==> config.mk <==
export PLATFORM = sky130hd
export DESIGN_NAME = pfra_ctrl
export DESIGN_NICKNAME = d
export VERILOG_FILES = /design/src/pfra_pkg.sv /design/src/pfra_ctrl.sv
export SDC_FILE = /design/constraint.sdc
export NUM_CORES = 1
export LEC_CHECK = 0
export BUFFER_PORTS_ARGS = -buffer_cell sky130_fd_sc_hd__buf_2
export CAP_MARGIN = 20
export CORE_AREA = 2 2 39 41
export CTS_BUF_LIST = sky130_fd_sc_hd__clkbuf_4 sky130_fd_sc_hd__clkbuf_8 sky130_fd_sc_hd__clkbuf_16
export DETAILED_ROUTE_END_ITERATION = 8
export DIE_AREA = 0 0 41 43
export GPL_TIMING_DRIVEN = 0
export SLEW_MARGIN = 20
export SYNTH_ARGS = -nofsm -noshare
export SYNTH_HDL_FRONTEND = slang
export SYNTH_SLANG_ARGS = --single-unit
==> constraint.sdc <==
create_clock -name clock -period 3.71 [get_ports clock]
set_clock_uncertainty 0.2 [all_clocks]
set_input_delay 0.1855 -clock clock [delete_from_list [all_inputs] [get_ports clock]]
set_output_delay 0.1855 -clock clock [all_outputs]
set_load 0.05 [all_outputs]
==> src/pfra_pkg.sv <==
// Shared types and constants of the port flow-rate accounting block.
package pfra_pkg;

   localparam int unsigned OWNERS   = 16;
   localparam int unsigned PORTS    = 8;
   localparam int unsigned SLOTS    = 8;
   localparam int unsigned OWNER_W  = 4;
   localparam int unsigned ENTRY_W  = 3;
   localparam int unsigned SLOT_W   = 3;
   localparam int unsigned ACT_W    = 5;
   localparam int unsigned ROWS     = OWNERS * PORTS;
   localparam int unsigned ADDR_W   = OWNER_W + ENTRY_W;
   localparam int unsigned SCAN_W   = ADDR_W + 1;
   localparam int unsigned CROW_W   = OWNER_W + SLOT_W;
   localparam int unsigned CROWS    = OWNERS * SLOTS;

   typedef enum logic [1:0] {
      ACT_PACKET    = 2'd0,
      ACT_WR_PORT   = 2'd1,
      ACT_WR_COUNT  = 2'd2,
      ACT_RD_CNT    = 2'd3
   } action_type;

   typedef enum logic [2:0] {
      ST_IDLE,
      ST_TICK,
      ST_SCAN,
      ST_CNT_RD,
      ST_RESP
   } state_type;

   // One row of counters for one owner and one time slot.
   typedef struct packed {
      logic [47:0] tx_bytes;
      logic [31:0] tx_packets;
      logic [47:0] rx_bytes;
      logic [31:0] rx_packets;
   } cnt_row_type;

   typedef struct packed {
      logic capture;
      logic tick_step;
      logic scan_step;
      logic cnt_read;
      logic finish;
   } cmd_type;

   typedef struct packed {
      action_type action;
      logic       scan_done;
      logic       hit;
      logic       rsp_free;
   } status_type;

endpackage

==> src/pfra_ctrl.sv <==
// Controller state machine that sequences each transaction through the datapath.
module pfra_ctrl (
   input  logic                 clock,
   input  logic                 reset,
   input  logic                 req_tvalid,
   output logic                 req_tready,
   input  pfra_pkg::status_type status,
   output pfra_pkg::cmd_type    cmd
);

   pfra_pkg::state_type state_ff, state_in;

   // State register.
   always_ff @(posedge clock) begin
      if (reset) begin
         state_ff <= pfra_pkg::ST_IDLE;
      end else begin
         state_ff <= state_in;
      end
   end

   // Next state.
   always_comb begin
      state_in = state_ff;
      unique case (state_ff)
         pfra_pkg::ST_IDLE: begin
            if (req_tvalid) begin
               state_in = pfra_pkg::ST_TICK;
            end
         end
         pfra_pkg::ST_TICK: begin
            unique case (status.action)
               pfra_pkg::ACT_PACKET: state_in = pfra_pkg::ST_SCAN;
               pfra_pkg::ACT_RD_CNT: state_in = pfra_pkg::ST_CNT_RD;
               default:              state_in = pfra_pkg::ST_RESP;
            endcase
         end
         pfra_pkg::ST_SCAN: begin
            if (status.scan_done) begin
               state_in = status.hit ? pfra_pkg::ST_CNT_RD : pfra_pkg::ST_RESP;
            end
         end
         pfra_pkg::ST_CNT_RD: state_in = pfra_pkg::ST_RESP;
         pfra_pkg::ST_RESP: begin
            if (status.rsp_free) begin
               state_in = pfra_pkg::ST_IDLE;
            end
         end
         default: state_in = pfra_pkg::ST_IDLE;
      endcase
   end

   // Outputs.
   always_comb begin
      req_tready    = 1'b0;
      cmd           = '0;
      unique case (state_ff)
         pfra_pkg::ST_IDLE: begin
            req_tready  = 1'b1;
            cmd.capture = req_tvalid;
         end
         pfra_pkg::ST_TICK: begin
            cmd.tick_step = (status.action == pfra_pkg::ACT_PACKET);
         end
         pfra_pkg::ST_SCAN:   cmd.scan_step = 1'b1;
         pfra_pkg::ST_CNT_RD: cmd.cnt_read  = 1'b1;
         pfra_pkg::ST_RESP:   cmd.finish    = status.rsp_free;
         default: begin
            req_tready = 1'b0;
         end
      endcase
   end

endmodule

Word level (Yosys, flattened, before mapping)
Cells that the tools add are included.
- equality and inequality tests: 8
- mux-type cells: 12
- reduce and logical (&&, ||, !) cells: 3
- operators with widths (kind ; count):
    one-hot mux 3 bit (5 select lines) ; 1
    two-way mux 3 bit ; 4
    == test 3 x 2 -> 1 bit, second input constant ; 2
    two-way mux 1 bit ; 6
    != test 2 bit, second input constant ; 3
    one-hot mux 3 bit (2 select lines) ; 1
    == test 3 x 1 -> 1 bit, second input constant ; 1
    == test 3 bit, second input constant ; 1
    zero test 3 bit ; 1
    AND reduction 3 bit ; 1
    == test 2 bit, second input constant ; 1
    zero test 2 bit ; 1
- register bits after elaboration: 3
- output and inout bits: 6
- logic and storage cells: 24

Longest topological paths before layout
- word-level depth: 3
- mapped depth: 5
- gate-level depth less buffers: 5

Worst setup path before layout
No wires, ideal clock.
- path kind: reg2out
- from: register state_ff[1]
- to: output port cmd[4] (netlist bit)
- data arrival time: 2.095 ns
- required time: 3.324 ns
- path slack: 1.229 ns
- cell stages (with the launch flop): 4
- cell sequence: dfxtp_1 > buf_6 > nor3_1 > and2_1
- RTL lines (element ; line ; source):
    from (decl) ; pfra_ctrl.sv:11 ; pfra_pkg::state_type state_ff, state_in;
    from (signal assigned) ; pfra_ctrl.sv:16 ; state_ff <= pfra_pkg::ST_IDLE;
    from (signal assigned) ; pfra_ctrl.sv:18 ; state_ff <= state_in;
    to (decl) ; pfra_ctrl.sv:8 ; output pfra_pkg::cmd_type cmd

Final worst setup path
- from: register state_ff[1]
- to: register state_ff[2]
- word-level cells in the longest chain between the ends: 3
- elaborated cells between the ends (all ways): 10
- those cells by class: eq/ne: 7; mux: 1; reduce/logical: 2
- RTL lines (element ; line ; source):
    == test 3 x 2 -> 1 bit, or another cell as far along ; pfra_ctrl.sv:25 ; unique case (state_ff)
    != test 2 bit (no line) ; -- ;
    AND reduction 3 bit (no line) ; -- ;
Several ways; a longest one is shown, not always the timed one.
A chain may end at the register's enable or synchronous reset.

==> impl_metrics.yaml <==
setup_path:
  r2r-end: "state_ff[2]"
  crit_start: "state_ff[1]"
  end_kind: "register"
  critPathKind: "reg2reg"
  worstPathRequired_ps: 3630
  cp-endpoint: "state_ff[2]"
  reg2reg_setup_slack_ps: 1840
  crit_fanout: 9
  slowest_delay_ps: 560
  cp.arrival_ps: 1780
  crit-reg2reg-launch: "state_ff[1]"
  start_kind: "register"
  path_cells: "buf_6, mux2_4, o21ai_4, o32ai_1, dlygate4sd3_1"
  slowest_stage: "dlygate4sd3_1"
  r2r_cells: 5
logic_synthesis:
  syn_nets: 42
  syn_area_per_cell_um2: 8.64
  synth_mux_area_share_pct: 9.50
  synth-compound-area-share_pct: 18.1
  yosysWarnings: 0
  yosys.area.top_type: "dfxtp_1"
  synth_xor_area_share_pct: 0
  netlist.area_leader.share_pct: 21.7
  yosys.area_share.simple_pct: 29.4
  synth_top_family_by_area: "simple AND/OR/NAND/NOR gates"
  syn_area_um2: 277
  postSynthCellCount: 32
  yosys.cell_types.count: 21
  synthTopCellsByArea: "dfxtp_1 (22%), ha_1 (9.0%), buf_6 (8.1%)"
  synth_fa_ha_area_share_pct: 9.05
  synth-seq-cells: 3
  yosysSeqAreaShare_pct: 21.7
timing:
  rsz0062_at_grt: "false"
  finalSetupViolCount: 0
  fmax_ghz: 0.536
  max_slew_margin_pct: 83.6
  final.period_utilization_pct: 50.3
  finalSetupTns_ps: 0
  hold_viol: 0
  layout_setup_ws_ps: 1840
  drv_slew: 0
  fin_hold_ws_ps: 38.7
  tightest_slew_ps: 246
  min_period_ps: 1870
detailed_routing:
  vias: 275
  viasPerCell: 4.10
  drt_iter0_drc: 5
  ant_nets: 0
  drt-total-wl_um: 594
  first_pass_iters: 3
  wl_per_cell_um: 8.87
  drc_errors: 0
finish:
  antenna_cells: 0
  largest_reg_flops: 3
  finish.net_count: 62
  drive_above_1_share_pct: 45.1
  final_cell_mix: "buf_2 (13), clkbuf_4 (4)"
  final_cells: 67
  finalInstanceArea_um2: 412
  reg.largest.list: "state_ff x3"
  syn_to_final_growth_pct: 48.9
  regMostFlops: "state_ff"
  post-route-util_pct: 29.7
  fill_cells: 150
  final_common_cell: "buf_2"
die:
  die_w_um: 41
  pin_count: 14
  die_h_um: 43
  fp.coreArea_um2: 1380
  rows: 14
  die_area_um2: 1760
  initial_core_util_pct: 20.0
placed_design:
  placed_cell_area_um2: 362
  post-place-cells: 61
  gp_congestion: 0.713
  hpwl_um: 423
  post-place-ws_ps: 2310
  io_buffer_count: 13
run_status:
  outcome: "completed"
hold_path:
  worstHoldStart: "status[1]"
  min_path_type: "in2reg"
cts:
  ctsLongestPathBuffers: 2
  cts.clk_slew.worst_paths_ps: 40
  cts_setup_buffers: 0
  htree_levels: 1
  clock_sinks: 3
  cts_root_buf: "clkbuf_4"
  cts_buffers: 3
  clkLatencyLatePin_ps: 230
  cts_tree: "done"
grt:
  first_global_vias: 239
  grt_pass1_wl_um: 862
  grtUsageTotal_pct: 7.63
  grt_max_degree: 11
  antenna_found_initial: 0
  globalRouteOverflowTotal: 0
power_and_ir_drop:
  power.total_mw: 0.167
  p_per_area_nw_per_um2: 407
  p_leak_nw: 0.215
  ir_drop_mv: 0.182
job:
  drv_cap: 0
## per-layer routing
metal | GRT usage [%] | vias up | routed length, um
met5 | 0 | - | 0
met1 | 9.00 | 118 | 267
met3 | 1.57 | 0 | 40
met4 | 10.0 | 0 | 0
met2 | 9.38 | 10 | 286
li1 | - | 147 | -
## repair_timing
item | 4_1_cts | 5_1_grt
resized for setup | 0 | 0
hold endpoints to repair | 1 | 0
hold buffers | 2 | 0
## how the worst min path moves through the flow
| stage | endpoint | depth (start not counted) |
|---|---|---|
| finish | state_ff[0] | 3 |
| global route | state_ff[0] | 3 |
| CTS | state_ff[1] | 4 |
| detailed placement | state_ff[2] | 2 |
| global placement | state_ff[2] | 2 |
| floorplan | state_ff[2] | 1 |
## where the power goes
part / leakage (nW) / internal, mW / switching (mW)
Sequential: 0.0246 / 0.0355 / 0.00232
Combinational: 0.172 / 0.0254 / 0.0400
Clock: 0.0184 / 0.0476 / 0.0167
Total: 0.215 / 0.108 / 0.0590
## cells in the mapped netlist (all sizes together)
cell type and instances:
and2 1, and3 1, nand2 3, nand2b 2, nor3 2, buf 2
a22oi 1, and3b 1, ha 2, nor3b 1, o21ai 2, mux2 2
o32ai 1, dfxtp 3, nor2 3, a21oi 1, a21o 1, inv 3
## cell families (layout without fill, tap and decap cells)
group | after synthesis | in the layout
multiplexers | 2 | 2
AO/OA/AOI/OAI | 6 | 6
flip-flops | 3 | 3
adder cells (fa/ha/maj) | 2 | 2
buffers and inverters | 5 | 24
AND/OR/NAND/NOR | 14 | 14
## critical path: cells and delay by family, from the launching register on
family          cells  cell delay (ps)
buf+inv             2              690
flops               1              310
mux                 1              310
compound gates      2              240
## layout make-up
cell class / instances / area, um^2 / share of cell area, %
repair buffers: 15 / 85.1 / 20.7
well taps: 16 / 20.0 / 4.86
plain buffers: 2 / 22.5 / 5.47
clock buffers: 4 / 30.0 / 7.29
inverters: 3 / 11.3 / 2.74
flip-flops and latches: 3 / 60.1 / 14.6
multi-input cells: 24 / 183 / 44.4
No activity file was read; power rests on OpenSTA's default activity.
